[src/otcg_pkg.sv]
`default_nettype none

package otcg_pkg;

    // Upper limits on the page and cell counts taken from the panel size.
    localparam int MAX_PAGES = 8;
    localparam int MAX_CELLS = 16;

    // Number of transaction groups one command can expand into.
    localparam int NUM_SEGS = 4;

    // Input command codes.
    typedef enum logic [3:0] {
        CMD_MOVE              = 4'd0,
        CMD_NEXT_ROW          = 4'd1,
        CMD_NEXT_ROW_DOUBLE   = 4'd2,
        CMD_DRAW              = 4'd3,
        CMD_CLEAR_ROW         = 4'd4,
        CMD_CLEAR_ROW_DOUBLE  = 4'd5,
        CMD_CLEAR_REST        = 4'd6,
        CMD_CLEAR_REST_DOUBLE = 4'd7,
        CMD_CLEAR_ALL         = 4'd8,
        CMD_POWER             = 4'd9,
        CMD_INVERT            = 4'd10,
        CMD_FLIP              = 4'd11,
        CMD_CONTRAST          = 4'd12
    } command_t;

    // Transaction kinds on the result channel.
    typedef enum logic [2:0] {
        KIND_CMD1 = 3'd0,
        KIND_CMD2 = 3'd1,
        KIND_DATA = 3'd2,
        KIND_ZERO = 3'd3,
        KIND_NONE = 3'd4
    } kind_t;

    // Configuration register indexes.
    typedef enum logic [1:0] {
        REG_DEVICE_ADDRESS = 2'd0,
        REG_PANEL_WIDTH    = 2'd1,
        REG_PANEL_HEIGHT   = 2'd2
    } cfg_reg_t;

    // Kinds of transaction groups handed from the front to the back.
    typedef enum logic [2:0] {
        SEG_NONE        = 3'd0,
        SEG_CMD         = 3'd1,
        SEG_CMD2        = 3'd2,
        SEG_POS         = 3'd3,
        SEG_FILL        = 3'd4,
        SEG_DATA_TOP    = 3'd5,
        SEG_DATA_BOTTOM = 3'd6,
        SEG_ALL_PAGES   = 3'd7
    } seg_kind_t;

    // One transaction group. For a position group row and cell give the target;
    // for the all-pages group row holds the page count and value the fill length.
    typedef struct packed {
        seg_kind_t   kind;
        logic [7:0]  value;
        logic [3:0]  row;
        logic [4:0]  cell_idx;
    } seg_t;

    // One classified command as it waits in the queue.
    typedef struct packed {
        seg_t [NUM_SEGS-1:0] segs;
        logic [1:0]          last_seg;
        logic                success;
        logic [63:0]         top;
        logic [63:0]         bottom;
    } job_t;

    // Panel geometry derived from the configuration registers.
    typedef struct packed {
        logic [3:0] pages;
        logic [4:0] cells;
    } geometry_t;

    // Queue status seen by the front and the back.
    typedef struct packed {
        logic full;
        logic empty;
    } queue_status_t;

    typedef enum logic {
        BACK_IDLE = 1'b0,
        BACK_RUN  = 1'b1
    } back_state_t;

    // Controller command bytes and nibbles.
    localparam logic [3:0] PAGE_NIBBLE     = 4'hB;
    localparam logic [3:0] COL_LOW_NIBBLE  = 4'h0;
    localparam logic [3:0] COL_HIGH_NIBBLE = 4'h1;
    localparam logic [7:0] OP_CONTRAST     = 8'h81;
    localparam logic [7:0] OP_DISPLAY_ON   = 8'hAF;
    localparam logic [7:0] OP_DISPLAY_OFF  = 8'hAE;
    localparam logic [7:0] OP_INVERT_ON    = 8'hA7;
    localparam logic [7:0] OP_INVERT_OFF   = 8'hA6;
    localparam logic [7:0] OP_REMAP_ON     = 8'hA1;
    localparam logic [7:0] OP_REMAP_OFF    = 8'hA0;
    localparam logic [7:0] OP_SCAN_DEC     = 8'hC8;
    localparam logic [7:0] OP_SCAN_INC     = 8'hC0;

endpackage

`default_nettype wire

[src/otcg_front.sv]
`default_nettype none

module otcg_front (
    input  wire logic                     clk,
    input  wire logic                     rst_n,
    input  wire logic                     cmd_valid,
    output logic                          cmd_stall,
    input  wire logic [3:0]               command,
    input  wire logic [3:0]               target_row,
    input  wire logic [4:0]               target_column,
    input  wire logic [63:0]              glyph_top,
    input  wire logic [63:0]              glyph_bottom,
    input  wire logic                     glyph_tall,
    input  wire logic [7:0]               setting_value,
    input  wire otcg_pkg::geometry_t      geom,
    input  wire otcg_pkg::queue_status_t  qstat,
    output logic                          push,
    output otcg_pkg::job_t                job
);

    logic [2:0] row_reg;
    logic [2:0] row_next;
    logic [4:0] cell_reg;
    logic [4:0] cell_next;

    otcg_pkg::seg_t [otcg_pkg::NUM_SEGS-1:0] segs;
    logic [2:0] seg_cnt;
    logic       ok;

    logic [2:0] nr_move;
    logic [4:0] nc_move;
    logic       move_ok;
    logic [3:0] row_inc1;
    logic [3:0] row_inc2;
    logic [3:0] next_target;
    logic [5:0] cell_inc;
    logic [7:0] full_fill;
    logic [7:0] rest_fill;
    logic [4:0] rest_cells;
    logic       clear_first_ok;
    logic       clear_second_ok;
    logic       rest_far_ok;
    logic       rest_near_ok;

    function automatic otcg_pkg::seg_t make_seg(
        input otcg_pkg::seg_kind_t kind,
        input logic [7:0]          value,
        input logic [3:0]          row,
        input logic [4:0]          cell_idx
    );
        otcg_pkg::seg_t s;
        s.kind     = kind;
        s.value    = value;
        s.row      = row;
        s.cell_idx = cell_idx;
        return s;
    endfunction

    // Handshake: a transfer is taken whenever the queue has room.
    assign cmd_stall = qstat.full;
    assign push      = cmd_valid && !qstat.full;

    // Targets and range checks for the cursor moves a command can make.
    assign nr_move   = (target_row == 4'd0) ? row_reg : 3'(target_row - 4'd1);
    assign nc_move   = (target_column == 5'd0) ? cell_reg : (target_column - 5'd1);
    assign move_ok   = (target_row <= geom.pages) && (target_column <= geom.cells);
    assign row_inc1  = {1'b0, row_reg} + 4'd1;
    assign row_inc2  = {1'b0, row_reg} + 4'd2;
    assign next_target = (command == otcg_pkg::CMD_NEXT_ROW) ? row_inc1 : row_inc2;
    assign cell_inc  = {1'b0, cell_reg} + 6'd1;
    assign full_fill = {geom.cells, 3'b000};
    assign rest_cells = geom.cells - cell_reg;
    assign rest_fill = (cell_reg >= geom.cells) ? 8'd0 : {rest_cells, 3'b000};
    assign clear_first_ok  = (target_row <= geom.pages) && (geom.cells != 5'd0);
    assign clear_second_ok = ({1'b0, target_row} + 5'd1) <= {1'b0, geom.pages};
    assign rest_far_ok  = (row_inc2 <= geom.pages) && (cell_inc <= {1'b0, geom.cells});
    assign rest_near_ok = (row_inc1 <= geom.pages) && (cell_inc <= {1'b0, geom.cells});

    // Command decoder: expand the command into transaction groups and the new cursor.
    always_comb
    begin
        segs      = '0;
        seg_cnt   = 3'd0;
        ok        = 1'b1;
        row_next  = row_reg;
        cell_next = cell_reg;
        unique case (command) inside
            otcg_pkg::CMD_MOVE:
            begin
                if (move_ok)
                begin
                    segs[seg_cnt[1:0]] = make_seg(otcg_pkg::SEG_POS, 8'd0,
                                                  {1'b0, nr_move}, nc_move);
                    seg_cnt = seg_cnt + 3'd1;
                    row_next  = nr_move;
                    cell_next = nc_move;
                end
                else
                begin
                    ok = 1'b0;
                end
            end
            otcg_pkg::CMD_NEXT_ROW, otcg_pkg::CMD_NEXT_ROW_DOUBLE:
            begin
                if (next_target < geom.pages)
                begin
                    segs[seg_cnt[1:0]] = make_seg(otcg_pkg::SEG_POS, 8'd0,
                                                  next_target, 5'd0);
                    seg_cnt = seg_cnt + 3'd1;
                    row_next  = next_target[2:0];
                    cell_next = 5'd0;
                end
                else
                begin
                    ok = 1'b0;
                end
            end
            otcg_pkg::CMD_DRAW:
            begin
                if (cell_reg < geom.cells)
                begin
                    // A tall glyph writes the page below first, then returns.
                    if (glyph_tall)
                    begin
                        segs[seg_cnt[1:0]] = make_seg(otcg_pkg::SEG_CMD,
                                                      {otcg_pkg::PAGE_NIBBLE, row_inc1},
                                                      4'd0, 5'd0);
                        seg_cnt = seg_cnt + 3'd1;
                        segs[seg_cnt[1:0]] = make_seg(otcg_pkg::SEG_DATA_BOTTOM, 8'd0,
                                                      4'd0, 5'd0);
                        seg_cnt = seg_cnt + 3'd1;
                        segs[seg_cnt[1:0]] = make_seg(otcg_pkg::SEG_POS, 8'd0,
                                                      {1'b0, row_reg}, cell_reg);
                        seg_cnt = seg_cnt + 3'd1;
                    end
                    segs[seg_cnt[1:0]] = make_seg(otcg_pkg::SEG_DATA_TOP, 8'd0,
                                                  4'd0, 5'd0);
                    seg_cnt = seg_cnt + 3'd1;
                    cell_next = cell_reg + 5'd1;
                end
                else
                begin
                    ok = 1'b0;
                end
            end
            otcg_pkg::CMD_CLEAR_ROW, otcg_pkg::CMD_CLEAR_ROW_DOUBLE:
            begin
                if (clear_first_ok)
                begin
                    segs[seg_cnt[1:0]] = make_seg(otcg_pkg::SEG_POS, 8'd0,
                                                  {1'b0, nr_move}, 5'd0);
                    seg_cnt = seg_cnt + 3'd1;
                    segs[seg_cnt[1:0]] = make_seg(otcg_pkg::SEG_FILL, full_fill,
                                                  4'd0, 5'd0);
                    seg_cnt = seg_cnt + 3'd1;
                    row_next  = nr_move;
                    cell_next = 5'd0;
                    // The second row is taken from the raw target, one page lower.
                    if (command == otcg_pkg::CMD_CLEAR_ROW_DOUBLE)
                    begin
                        if (clear_second_ok)
                        begin
                            segs[seg_cnt[1:0]] = make_seg(otcg_pkg::SEG_POS, 8'd0,
                                                          target_row, 5'd0);
                            seg_cnt = seg_cnt + 3'd1;
                            segs[seg_cnt[1:0]] = make_seg(otcg_pkg::SEG_FILL, full_fill,
                                                          4'd0, 5'd0);
                            seg_cnt = seg_cnt + 3'd1;
                            row_next = target_row[2:0];
                        end
                        else
                        begin
                            ok = 1'b0;
                        end
                    end
                end
                else
                begin
                    ok = 1'b0;
                end
            end
            otcg_pkg::CMD_CLEAR_REST, otcg_pkg::CMD_CLEAR_REST_DOUBLE:
            begin
                segs[seg_cnt[1:0]] = make_seg(otcg_pkg::SEG_FILL, rest_fill, 4'd0, 5'd0);
                seg_cnt = seg_cnt + 3'd1;
                // Moves that fall off the panel are skipped without failing.
                if (command == otcg_pkg::CMD_CLEAR_REST_DOUBLE)
                begin
                    if (rest_far_ok)
                    begin
                        segs[seg_cnt[1:0]] = make_seg(otcg_pkg::SEG_POS, 8'd0,
                                                      row_inc1, cell_reg);
                        seg_cnt = seg_cnt + 3'd1;
                        row_next  = row_inc1[2:0];
                        cell_next = cell_reg;
                    end
                    segs[seg_cnt[1:0]] = make_seg(otcg_pkg::SEG_FILL, rest_fill,
                                                  4'd0, 5'd0);
                    seg_cnt = seg_cnt + 3'd1;
                end
                if (rest_near_ok)
                begin
                    segs[seg_cnt[1:0]] = make_seg(otcg_pkg::SEG_POS, 8'd0,
                                                  {1'b0, row_reg}, cell_reg);
                    seg_cnt = seg_cnt + 3'd1;
                    row_next  = row_reg;
                    cell_next = cell_reg;
                end
            end
            otcg_pkg::CMD_CLEAR_ALL:
            begin
                if (geom.pages != 4'd0)
                begin
                    segs[seg_cnt[1:0]] = make_seg(otcg_pkg::SEG_ALL_PAGES, full_fill,
                                                  geom.pages, 5'd0);
                    seg_cnt = seg_cnt + 3'd1;
                end
                if ((geom.pages != 4'd0) && (geom.cells != 5'd0))
                begin
                    segs[seg_cnt[1:0]] = make_seg(otcg_pkg::SEG_POS, 8'd0, 4'd0, 5'd0);
                    seg_cnt = seg_cnt + 3'd1;
                    row_next  = 3'd0;
                    cell_next = 5'd0;
                end
            end
            otcg_pkg::CMD_POWER:
            begin
                segs[seg_cnt[1:0]] = make_seg(otcg_pkg::SEG_CMD,
                    setting_value[0] ? otcg_pkg::OP_DISPLAY_ON : otcg_pkg::OP_DISPLAY_OFF,
                    4'd0, 5'd0);
                seg_cnt = seg_cnt + 3'd1;
            end
            otcg_pkg::CMD_INVERT:
            begin
                segs[seg_cnt[1:0]] = make_seg(otcg_pkg::SEG_CMD,
                    setting_value[0] ? otcg_pkg::OP_INVERT_ON : otcg_pkg::OP_INVERT_OFF,
                    4'd0, 5'd0);
                seg_cnt = seg_cnt + 3'd1;
            end
            otcg_pkg::CMD_FLIP:
            begin
                segs[seg_cnt[1:0]] = make_seg(otcg_pkg::SEG_CMD,
                    setting_value[0] ? otcg_pkg::OP_REMAP_ON : otcg_pkg::OP_REMAP_OFF,
                    4'd0, 5'd0);
                seg_cnt = seg_cnt + 3'd1;
                segs[seg_cnt[1:0]] = make_seg(otcg_pkg::SEG_CMD,
                    setting_value[0] ? otcg_pkg::OP_SCAN_DEC : otcg_pkg::OP_SCAN_INC,
                    4'd0, 5'd0);
                seg_cnt = seg_cnt + 3'd1;
            end
            otcg_pkg::CMD_CONTRAST:
            begin
                segs[seg_cnt[1:0]] = make_seg(otcg_pkg::SEG_CMD2, setting_value,
                                              4'd0, 5'd0);
                seg_cnt = seg_cnt + 3'd1;
            end
            default:
            begin
                ok = 1'b0;
            end
        endcase
        // A command with nothing to send still reports once.
        if (seg_cnt == 3'd0)
        begin
            segs[0] = make_seg(otcg_pkg::SEG_NONE, 8'd0, 4'd0, 5'd0);
            seg_cnt = 3'd1;
        end
    end

    // Job handed to the queue.
    always_comb
    begin
        job.segs     = segs;
        job.last_seg = 2'(seg_cnt - 3'd1);
        job.success  = ok;
        job.top      = glyph_top;
        job.bottom   = glyph_bottom;
    end

    // Cursor moves as soon as the command is taken.
    always_ff @(posedge clk or negedge rst_n)
    begin
        if (!rst_n)
        begin
            row_reg  <= 3'd0;
            cell_reg <= 5'd0;
        end
        else if (push)
        begin
            row_reg  <= row_next;
            cell_reg <= cell_next;
        end
    end

endmodule

`default_nettype wire

[src/otcg_queue.sv]
`default_nettype none

module otcg_queue #(
    parameter int DEPTH = 2
) (
    input  wire logic                     clk,
    input  wire logic                     rst_n,
    input  wire logic                     push,
    input  wire otcg_pkg::job_t           push_job,
    input  wire logic                     pop,
    output otcg_pkg::job_t                pop_job,
    output otcg_pkg::queue_status_t       qstat
);

    localparam int PTR_W = $clog2(DEPTH);
    localparam int CNT_W = $clog2(DEPTH + 1);
    localparam logic [PTR_W-1:0] PTR_LAST = PTR_W'(DEPTH - 1);
    localparam logic [CNT_W-1:0] CNT_FULL = CNT_W'(DEPTH);

    otcg_pkg::job_t entries [DEPTH];

    logic [PTR_W-1:0] wr_ptr_reg;
    logic [PTR_W-1:0] rd_ptr_reg;
    logic [CNT_W-1:0] count_reg;

    assign qstat.full  = (count_reg == CNT_FULL);
    assign qstat.empty = (count_reg == '0);
    assign pop_job     = entries[rd_ptr_reg];

    // Entry storage.
    always_ff @(posedge clk)
    begin
        if (push)
        begin
            entries[wr_ptr_reg] <= push_job;
        end
    end

    // Pointers and fill count.
    always_ff @(posedge clk or negedge rst_n)
    begin
        if (!rst_n)
        begin
            wr_ptr_reg <= '0;
            rd_ptr_reg <= '0;
            count_reg  <= '0;
        end
        else
        begin
            if (push)
            begin
                wr_ptr_reg <= (wr_ptr_reg == PTR_LAST) ? '0 : wr_ptr_reg + 1'b1;
            end
            if (pop)
            begin
                rd_ptr_reg <= (rd_ptr_reg == PTR_LAST) ? '0 : rd_ptr_reg + 1'b1;
            end
            if (push && !pop)
            begin
                count_reg <= count_reg + 1'b1;
            end
            else if (pop && !push)
            begin
                count_reg <= count_reg - 1'b1;
            end
        end
    end

endmodule

`default_nettype wire

[src/otcg_back.sv]
`default_nettype none

module otcg_back (
    input  wire logic                     clk,
    input  wire logic                     rst_n,
    input  wire otcg_pkg::queue_status_t  qstat,
    input  wire otcg_pkg::job_t           pop_job,
    output logic                          pop,
    input  wire logic [6:0]               device_address,
    output logic                          txn_valid,
    input  wire logic                     txn_stall,
    output logic [2:0]                    transaction_kind,
    output logic [6:0]                    bus_address,
    output logic [7:0]                    command_byte,
    output logic [7:0]                    argument_byte,
    output logic [63:0]                   data_bytes,
    output logic [7:0]                    zero_count,
    output logic                          success,
    output logic                          last
);

    otcg_pkg::back_state_t state_reg;
    otcg_pkg::back_state_t state_next;
    otcg_pkg::job_t        job_reg;
    logic [1:0]            seg_idx_reg;
    logic [1:0]            seg_idx_next;
    logic [3:0]            sub_reg;
    logic [3:0]            sub_next;

    otcg_pkg::seg_t        cur;
    otcg_pkg::kind_t       kind;
    logic [7:0]            cmd;
    logic [7:0]            arg;
    logic [63:0]           data;
    logic [7:0]            zc;
    logic                  seg_done;
    logic                  is_last;
    logic                  slot_free;
    logic                  load_out;

    otcg_pkg::kind_t       kind_reg;
    logic                  txn_valid_reg;
    logic [6:0]            address_reg;
    logic [7:0]            cmd_reg;
    logic [7:0]            arg_reg;
    logic [63:0]           data_reg;
    logic [7:0]            zc_reg;
    logic                  success_reg;
    logic                  last_reg;

    assign cur       = job_reg.segs[seg_idx_reg];
    assign slot_free = !txn_valid_reg || !txn_stall;

    // Result generator for the current step of the current group.
    always_comb
    begin
        kind     = otcg_pkg::KIND_NONE;
        cmd      = 8'd0;
        arg      = 8'd0;
        data     = 64'd0;
        zc       = 8'd0;
        seg_done = 1'b1;
        unique case (cur.kind)
            otcg_pkg::SEG_NONE:
            begin
                kind = otcg_pkg::KIND_NONE;
            end
            otcg_pkg::SEG_CMD:
            begin
                kind = otcg_pkg::KIND_CMD1;
                cmd  = cur.value;
            end
            otcg_pkg::SEG_CMD2:
            begin
                kind = otcg_pkg::KIND_CMD2;
                cmd  = otcg_pkg::OP_CONTRAST;
                arg  = cur.value;
            end
            otcg_pkg::SEG_POS:
            begin
                // Page, then low and high column nibbles of cell times eight.
                kind = otcg_pkg::KIND_CMD1;
                if (sub_reg == 4'd0)
                begin
                    cmd = {otcg_pkg::PAGE_NIBBLE, cur.row};
                end
                else if (sub_reg == 4'd1)
                begin
                    cmd = {otcg_pkg::COL_LOW_NIBBLE, cur.cell_idx[0], 3'b000};
                end
                else
                begin
                    cmd = {otcg_pkg::COL_HIGH_NIBBLE, cur.cell_idx[4:1]};
                end
                seg_done = (sub_reg == 4'd2);
            end
            otcg_pkg::SEG_FILL:
            begin
                kind = otcg_pkg::KIND_ZERO;
                zc   = cur.value;
            end
            otcg_pkg::SEG_DATA_TOP:
            begin
                kind = otcg_pkg::KIND_DATA;
                data = job_reg.top;
            end
            otcg_pkg::SEG_DATA_BOTTOM:
            begin
                kind = otcg_pkg::KIND_DATA;
                data = job_reg.bottom;
            end
            otcg_pkg::SEG_ALL_PAGES:
            begin
                // Even steps select a page, odd steps fill it.
                if (!sub_reg[0])
                begin
                    kind = otcg_pkg::KIND_CMD1;
                    cmd  = {otcg_pkg::PAGE_NIBBLE, 1'b0, sub_reg[3:1]};
                end
                else
                begin
                    kind = otcg_pkg::KIND_ZERO;
                    zc   = cur.value;
                end
                seg_done = (sub_reg == 4'({cur.row, 1'b0} - 5'd1));
            end
            default:
            begin
                kind = otcg_pkg::KIND_NONE;
            end
        endcase
    end

    assign is_last = seg_done && (seg_idx_reg == job_reg.last_seg);

    // Sequencer: take a job, walk its groups one transfer per free cycle.
    always_comb
    begin
        state_next   = state_reg;
        seg_idx_next = seg_idx_reg;
        sub_next     = sub_reg;
        pop          = 1'b0;
        load_out     = 1'b0;
        unique case (state_reg)
            otcg_pkg::BACK_IDLE:
            begin
                if (!qstat.empty)
                begin
                    pop          = 1'b1;
                    seg_idx_next = 2'd0;
                    sub_next     = 4'd0;
                    state_next   = otcg_pkg::BACK_RUN;
                end
            end
            otcg_pkg::BACK_RUN:
            begin
                if (slot_free)
                begin
                    load_out = 1'b1;
                    if (is_last)
                    begin
                        state_next = otcg_pkg::BACK_IDLE;
                    end
                    else if (seg_done)
                    begin
                        seg_idx_next = seg_idx_reg + 2'd1;
                        sub_next     = 4'd0;
                    end
                    else
                    begin
                        sub_next = sub_reg + 4'd1;
                    end
                end
            end
            default:
            begin
                state_next = otcg_pkg::BACK_IDLE;
            end
        endcase
    end

    always_ff @(posedge clk or negedge rst_n)
    begin
        if (!rst_n)
        begin
            state_reg     <= otcg_pkg::BACK_IDLE;
            seg_idx_reg   <= 2'd0;
            sub_reg       <= 4'd0;
            txn_valid_reg <= 1'b0;
        end
        else
        begin
            state_reg   <= state_next;
            seg_idx_reg <= seg_idx_next;
            sub_reg     <= sub_next;
            if (load_out)
            begin
                txn_valid_reg <= 1'b1;
            end
            else if (!txn_stall)
            begin
                txn_valid_reg <= 1'b0;
            end
        end
    end

    // Job and output payload registers.
    always_ff @(posedge clk)
    begin
        if (pop)
        begin
            job_reg <= pop_job;
        end
        if (load_out)
        begin
            kind_reg    <= kind;
            address_reg <= device_address;
            cmd_reg     <= cmd;
            arg_reg     <= arg;
            data_reg    <= data;
            zc_reg      <= zc;
            success_reg <= job_reg.success;
            last_reg    <= is_last;
        end
    end

    assign txn_valid        = txn_valid_reg;
    assign transaction_kind = kind_reg;
    assign bus_address      = address_reg;
    assign command_byte     = cmd_reg;
    assign argument_byte    = arg_reg;
    assign data_bytes       = data_reg;
    assign zero_count       = zc_reg;
    assign success          = success_reg;
    assign last             = last_reg;

endmodule

`default_nettype wire

[src/oled_text_cursor_command_generator_top.sv]
// A taken command is written into the job queue, fetched into the back's job register, and
// then issued as registered transfers; a command yields 1 to 19 transfers, and the back
// sequencer takes no new job from the queue until the current job's last transfer is issued.
// The input side takes a command per cycle until the job queue (QUEUE_DEPTH entries) fills.
// Reset (rst_n, asynchronous, active low) empties the queue and output, sets the cursor
// to row 0 cell 0 and loads the registers with address 60, width 128 and height 64.
`default_nettype none

module oled_text_cursor_command_generator_top #(
    parameter int QUEUE_DEPTH = 2
) (
    input  wire logic         clk,
    input  wire logic         rst_n,
    input  wire logic         cfg_write,
    input  wire logic [1:0]   cfg_index,
    input  wire logic [7:0]   cfg_data,
    input  wire logic         cmd_valid,
    output logic              cmd_stall,
    input  wire logic [3:0]   command,
    input  wire logic [3:0]   target_row,
    input  wire logic [4:0]   target_column,
    input  wire logic [63:0]  glyph_top,
    input  wire logic [63:0]  glyph_bottom,
    input  wire logic         glyph_tall,
    input  wire logic [7:0]   setting_value,
    output logic              txn_valid,
    input  wire logic         txn_stall,
    output logic [2:0]        transaction_kind,
    output logic [6:0]        bus_address,
    output logic [7:0]        command_byte,
    output logic [7:0]        argument_byte,
    output logic [63:0]       data_bytes,
    output logic [7:0]        zero_count,
    output logic              success,
    output logic              last
);

    logic [6:0] device_address_reg;
    logic [7:0] panel_width_reg;
    logic [6:0] panel_height_reg;

    otcg_pkg::geometry_t     geom;
    otcg_pkg::queue_status_t qstat;
    otcg_pkg::job_t          push_job;
    otcg_pkg::job_t          pop_job;
    logic                    push;
    logic                    pop;

    // Configuration registers.
    always_ff @(posedge clk or negedge rst_n)
    begin
        if (!rst_n)
        begin
            device_address_reg <= 7'd60;
            panel_width_reg    <= 8'd128;
            panel_height_reg   <= 7'd64;
        end
        else if (cfg_write)
        begin
            unique case (cfg_index)
                otcg_pkg::REG_DEVICE_ADDRESS: device_address_reg <= cfg_data[6:0];
                otcg_pkg::REG_PANEL_WIDTH:    panel_width_reg    <= cfg_data;
                otcg_pkg::REG_PANEL_HEIGHT:   panel_height_reg   <= cfg_data[6:0];
                default:                      ;
            endcase
        end
    end

    // Page and cell counts, capped at the supported maximum.
    always_comb
    begin
        geom.pages = (panel_height_reg[6:3] > 4'(otcg_pkg::MAX_PAGES))
                   ? 4'(otcg_pkg::MAX_PAGES) : panel_height_reg[6:3];
        geom.cells = (panel_width_reg[7:3] > 5'(otcg_pkg::MAX_CELLS))
                   ? 5'(otcg_pkg::MAX_CELLS) : panel_width_reg[7:3];
    end

    otcg_front u_front (
        .clk           (clk),
        .rst_n         (rst_n),
        .cmd_valid     (cmd_valid),
        .cmd_stall     (cmd_stall),
        .command       (command),
        .target_row    (target_row),
        .target_column (target_column),
        .glyph_top     (glyph_top),
        .glyph_bottom  (glyph_bottom),
        .glyph_tall    (glyph_tall),
        .setting_value (setting_value),
        .geom          (geom),
        .qstat         (qstat),
        .push          (push),
        .job           (push_job)
    );

    otcg_queue #(
        .DEPTH (QUEUE_DEPTH)
    ) u_queue (
        .clk      (clk),
        .rst_n    (rst_n),
        .push     (push),
        .push_job (push_job),
        .pop      (pop),
        .pop_job  (pop_job),
        .qstat    (qstat)
    );

    otcg_back u_back (
        .clk              (clk),
        .rst_n            (rst_n),
        .qstat            (qstat),
        .pop_job          (pop_job),
        .pop              (pop),
        .device_address   (device_address_reg),
        .txn_valid        (txn_valid),
        .txn_stall        (txn_stall),
        .transaction_kind (transaction_kind),
        .bus_address      (bus_address),
        .command_byte     (command_byte),
        .argument_byte    (argument_byte),
        .data_bytes       (data_bytes),
        .zero_count       (zero_count),
        .success          (success),
        .last             (last)
    );

    // A transfer that reports no transaction is always the only one of its command.
    assert property (@(posedge clk) disable iff (!rst_n)
        (txn_valid && (transaction_kind == otcg_pkg::KIND_NONE)) |-> last)
        else $error("none transfer without last");

    // Fill lengths never exceed a full row of the widest panel.
    assert property (@(posedge clk) disable iff (!rst_n)
        txn_valid |-> (zero_count <= 8'(otcg_pkg::MAX_CELLS * 8)))
        else $error("zero fill longer than a row");

    // Two-byte commands only carry the contrast opcode.
    assert property (@(posedge clk) disable iff (!rst_n)
        (txn_valid && (transaction_kind == otcg_pkg::KIND_CMD2))
            |-> (command_byte == otcg_pkg::OP_CONTRAST))
        else $error("two-byte command with wrong opcode");

    // The sequencer never fetches from an empty queue.
    assert property (@(posedge clk) disable iff (!rst_n)
        pop |-> !qstat.empty)
        else $error("job fetched from empty queue");

endmodule

`default_nettype wire

[config.mk]
export PLATFORM = sky130hd
export DESIGN_NAME = oled_text_cursor_command_generator_top
export DESIGN_NICKNAME = d
export VERILOG_FILES = /design/src/otcg_pkg.sv /design/src/otcg_front.sv /design/src/otcg_queue.sv /design/src/otcg_back.sv /design/src/oled_text_cursor_command_generator_top.sv
export SDC_FILE = /design/constraint.sdc
export NUM_CORES = 1
export LEC_CHECK = 0
export BUFFER_PORTS_ARGS = -buffer_cell sky130_fd_sc_hd__buf_2
export CAP_MARGIN = 20
export CORE_AREA = 2 2 236 238
export CTS_CLUSTER_SIZE = 30
export DETAILED_ROUTE_END_ITERATION = 10
export DIE_AREA = 0 0 238 240
export HOLD_SLACK_MARGIN = 0.08
export PLACE_DENSITY = 0.73
export RECOVER_POWER = 100
export SLEW_MARGIN = 40
export SYNTH_ARGS = -nofsm -noshare
export SYNTH_HDL_FRONTEND = slang
export SYNTH_SLANG_ARGS = --single-unit
[constraint.sdc]
create_clock -name clk -period 14.5 [get_ports clk]
set_clock_uncertainty 0.05 [all_clocks]
set_input_delay 2.175 -clock clk [delete_from_list [all_inputs] [get_ports clk]]
set_output_delay 2.175 -clock clk [all_outputs]
set_load 0.02 [all_outputs]
* Yosys cells after proc, flatten, opt, wreduce, memory -nomap -nowiden
Memory sizes are Yosys's and may differ from the RTL's. A register that Yosys moved wholly into a read port is not among the register bits. Cells that the tools add are included.
Storage, ports and cells: register bits after elaboration 142, RAM bits 422, input port bits 165, memories kept 1
Cells by class: $add $sub $neg 20, order comparisons 20, equality and inequality tests 39, mux-type cells 122, bitwise operators 7, reductions and logical operators 46
Memories:
- u_queue.entries | words 2, width 211, read ports 1, clocked after memory_dff 1, wr ports 1, RTL line otcg_queue.sv:20 | otcg_pkg::job_t entries [DEPTH];
Operators with widths (count):
- $mux W80 | 6
- $mux W20 | 10
- $pmux W20 S10 | 1
- $bwmux W80 | 2
- $demux W20 S2 | 4
- $pmux W40 S4 | 1
- $not A72 Y72 | 2
- $pmux W64 S2 | 1
- $mux W60 | 2
- $pmux W20 S5 | 1
- $mux W40 | 2
- $and A18 B72 Y72 | 1
- $and A54 B72 Y72 | 1
- $mux W3 | 23
- $mux W59 | 1
- $mux W19 | 3
- $bmux W20 S2 | 1
- $mux W5 | 8
- $mux W8 | 4
- $pmux W8 S4 | 1
- $mux W4 | 7
- $pmux W5 S5 | 1
- $mux W1 | 24
- $pmux W3 S8 | 1
- other kinds (67) | 146

* Depth between registers and ports, before layout
depth after elaboration 18, depth in mapped cells 18

* By module
From an unflattened synthesis, not the netlist that was laid out.
Unflattened totals: cell total of the unflattened synthesis 1866, area, all modules 32730.1 sq um
By module, submodules not included:
- otcg_queue | instances 1, cells an instance 673, area an instance 16258.1 sq um
- otcg_back | instances 1, cells an instance 574, area an instance 11612.4 sq um
- otcg_front | instances 1, cells an instance 575, area an instance 4186.5 sq um
- oled_text_cursor_command_generator_top | instances 1, cells an instance 44, area an instance 673.1 sq um

* Worst setup path after synthesis
No wires, ideal clock.
kind input -> register, start point input port cmd_valid, end point memory u_queue.entries[0][0] in the netlist's numbering, enable pin, library setup time 764 ps, arrival 10572 ps, setup slack 3115 ps, stages on the path 2, buffers on the path 0, cell sequence nand2_1 nor2_1
Between the ends: cells in the longest elaborated chain, start to end 3
RTL lines:
- from (decl) | RTL line oled_text_cursor_command_generator_top.sv:17 | input wire logic cmd_valid,
- $logic_and A1 B1 Y1 | RTL line otcg_front.sv:61 | assign push = cmd_valid && !qstat.full;
- $mux W1 | RTL line otcg_queue.sv:33 | if (push)
- $mux W1 (not written as such) | RTL line otcg_queue.sv:35 | entries[wr_ptr_reg] <= push_job;
- to (decl) | RTL line otcg_queue.sv:20
Every way passes these cells.

* Final worst setup path
start point input port cmd_valid, end point memory u_queue.entries[0][53] in the netlist's numbering, enable pin
The elaborated chain is that of the path after synthesis.

==> impl_metrics.json <==
{
  "hold_path_class": "reg2reg",
  "grt_first_pass_wirelength_um": 94700,
  "p_int_mw": 5.07,
  "cts_tree": "yes",
  "port_buffers": 266,
  "final_hold_viol_count": 0,
  "cts_buffer_depth": 3,
  "syn_nets": 1887,
  "crit_chain": "buf_2 -> nand2_1 -> nor2_1 -> clkbuf_1 -> clkbuf_1",
  "fp.dieArea_um2": 57100,
  "die_x_um": 238,
  "largest_reg_flops": 400,
  "post_cts_buffers": 0,
  "drc": 0,
  "slowest_stage": "clkbuf_1",
  "drv_slew": 930,
  "pwr-share-seq": 0.449,
  "cp.arrival_ns": 8.37,
  "path_clk_slew_ns": 0.06,
  "required_ns": 14.57,
  "synth-async-reset-ratio": 0.0489,
  "max_freq_ghz": 0.120,
  "postSynthCellCount": 1672,
  "gr-total-overflow": 0,
  "grtUsageTotal": 0.221,
  "routed_via_density": 5.73,
  "fin_nets": 2186,
  "route.antenna.remaining_nets": 0,
  "die_h_um": 240,
  "gp_congestion": 0.908,
  "numCtsBuffers": 74,
  "clock-sinks": 736,
  "start_kind": "primary input",
  "endpoint_kind": "flip-flop",
  "crit_top_cell": "clkbuf_1",
  "ys_seq_area_frac": 0.752,
  "crit_path_max_incr_delay_ns": 3.12,
  "drtIter0Drc": 1325,
  "core_um2": 54700,
  "cts_hold_buf": 0,
  "rows": 86,
  "p_comb_frac": 0.272,
  "clkPwrFrac": 0.280,
  "p_sw_frac": 0.306,
  "power.density_nw_per_um2": 217,
  "critPathKind": "in2reg",
  "clock_latency_ns": 0.62,
  "initial_utilization": 0.533,
  "tns_ns": 0,
  "p_switching_mw": 2.23,
  "worstMarginPinSlew_ns": 6.02,
  "htreeDepth": 3,
  "grt_max_degree": 130,
  "dp_hpwl_um": 41400,
  "clockRootBuffer": "clkbuf_16",
  "yosysUniqueCellTypes": 66,
  "ys_seq_elements": 736,
  "min_period_ns": 8.31,
  "run_status": "complete, but fails checks",
  "wire_per_inst_um": 23.3,
  "area_growth_pct": 15.4,
  "syn_area_um2": 29200,
  "drt-total-wl_um": 63800,
  "timing.final.crit_share": 0.573,
  "synth-edff-count": 700,
  "power_leakage_nw": 11.8,
  "slew_headroom": -3.04,
  "first_pass_iters": 8,
  "cts_resized": 0,
  "crit_fanout": 71,
  "drive_above_1_share": 0.217,
  "synthFlopType": "edfxtp_1",
  "syn_area_per_cell_um2": 17.4,
  "vdd_drop_max_uv": 110,
  "setup_violations": 0,
  "antenna_found_initial": 6,
  "hold-worst-slack_ns": 0.357,
  "violations": "capacitance limit, slew limit",
  "grt_pass1_vias": 15900,
  "grt_setup_unrepaired": "no",
  "yosys_warnings": 0,
  "vias": 15700,
  "io_pins": 267,
  "cap_violations": 16
}
==> per-layer routing <==
metal	vias up	track usage	part of all wire
met5	-	0	0.00016
met4	2	0.0816	0.030
met3	125	0.0424	0.065
met2	547	0.356	0.48
met1	7915	0.304	0.42
li1	7133	-	-
==> metrics by stage <==
stage | total power [mW] | instances | setup WS (ns) | area (um2) | utilization
floorplan | 4.68 | 1672 | 3.11 | 29200 | -
global placement | 5.22 | 2596 | 9.32 | 31300 | 0.572
detailed placement | 5.28 | 2599 | 9.25 | 31400 | 0.574
CTS | 7.34 | 2735 | 9.78 | 34100 | 0.623
global route | 7.63 | 2739 | 5.59 | 33600 | 0.615
finish | 7.30 | 2742 | 6.19 | 33600 | 0.615
==> worst paths after layout <==
check                                     from                     end  slack, ns  depth (start not counted)
max                                  cmd_valid  u_queue.entries[0][53]       6.19                          5
min                        u_back.job_reg[128]          u_back.success       0.36                          0
max reg2reg                   u_back.state_reg       u_back.sub_reg[3]       6.72                          7
min reg2reg                u_back.job_reg[128]          u_back.success       0.36                          0
max in group asynchronous                rst_n     panel_height_reg[5]      10.84                          1
min in group asynchronous                rst_n   device_address_reg[6]       2.23                          1
==> cells in the final DEF, fill, tap and decap left out, drive strengths merged, types with 21 or more instances in the layout <==
cell	n
edfxtp	700
dfrtp	30
buf	94
mux2	223
clkinv	29
clkbuf	280
a22o	69
nand3	21
o21ai	44
a21oi	35
nor2	95
inv	47
ha	49
nand2	62
==> kinds of logic (layout without fill, tap and decap cells) <==
group / Yosys count / in the layout / share of synthesized area
buffers and inverters: 109 / 468 / 0.0146
and+or+nand+nor: 278 / 278 / 0.0467
DFF: 736 / 736 / 0.752
xor gates and xnor gates: 24 / 24 / 0.00721
adders and majority gates: 50 / 50 / 0.0217
other: 0 / 7 / 0
AOI/OAI and AO/OA: 225 / 225 / 0.0556
muxes: 250 / 250 / 0.102
==> power by group through the flow <==
stage                     sequential (mW)  combinational, mW  clock [mW]
after global routing                 3.33               2.14        2.16
after CTS                            3.22               2.04        2.08
after floorplan                      3.45               1.23           0
after global placement               3.26               1.96           0
after detailed placement             3.26               2.02           0
final                                3.28               1.98        2.04
==> Yosys cell counts (all sizes together), types with 3 or more instances <==
library cell,n,area [um2]
a221o,4,40.0
a21oi,35,175
o22ai,9,56.3
xor2,11,96.3
mux2,223,2510
dfstp,6,158
nand4,6,37.5
a21o,7,52.6
o21ai,44,220
a211oi,8,77.6
edfxtp,700,21000
a31oi,8,50.1
a22o,69,604
ha,49,613
mux2i,11,110
buf,18,83.8
and3,17,111
inv,46,173
mux4,16,360
nand3b,5,37.5
xnor2,13,114
nand3,21,105
o221ai,7,61.3
a221oi,4,35.0
o211ai,3,22.5
o21a,11,82.6
nor3,15,80.1
dfrtp,30,751
clkbuf,45,169
nor4,3,18.8
nand2b,11,68.8
nor2,95,359
nand2,62,233
nor2b,16,100
and2,12,77.6
nor3b,4,30.0
==> area by class of cell <==
class                           count  area, um2
Multi-Input combinational cell    827       6770
Antenna cell                        7       17.5
Tap cell                          704        881
Sequential cell                   736      21900
Timing Repair Buffer              286       1210
Clock inverter                     48        707
Inverter                           46        174
Fill cell                        3999      21000
Clock buffer                       88       1950
==> critical path: cells and delay by family <==
family | cells | cell delay, ns
AND/OR/NAND/NOR | 2 | 0.39
buffers and inverters | 3 | 5.69
Note: power is estimated with default switching activity, not from simulation.
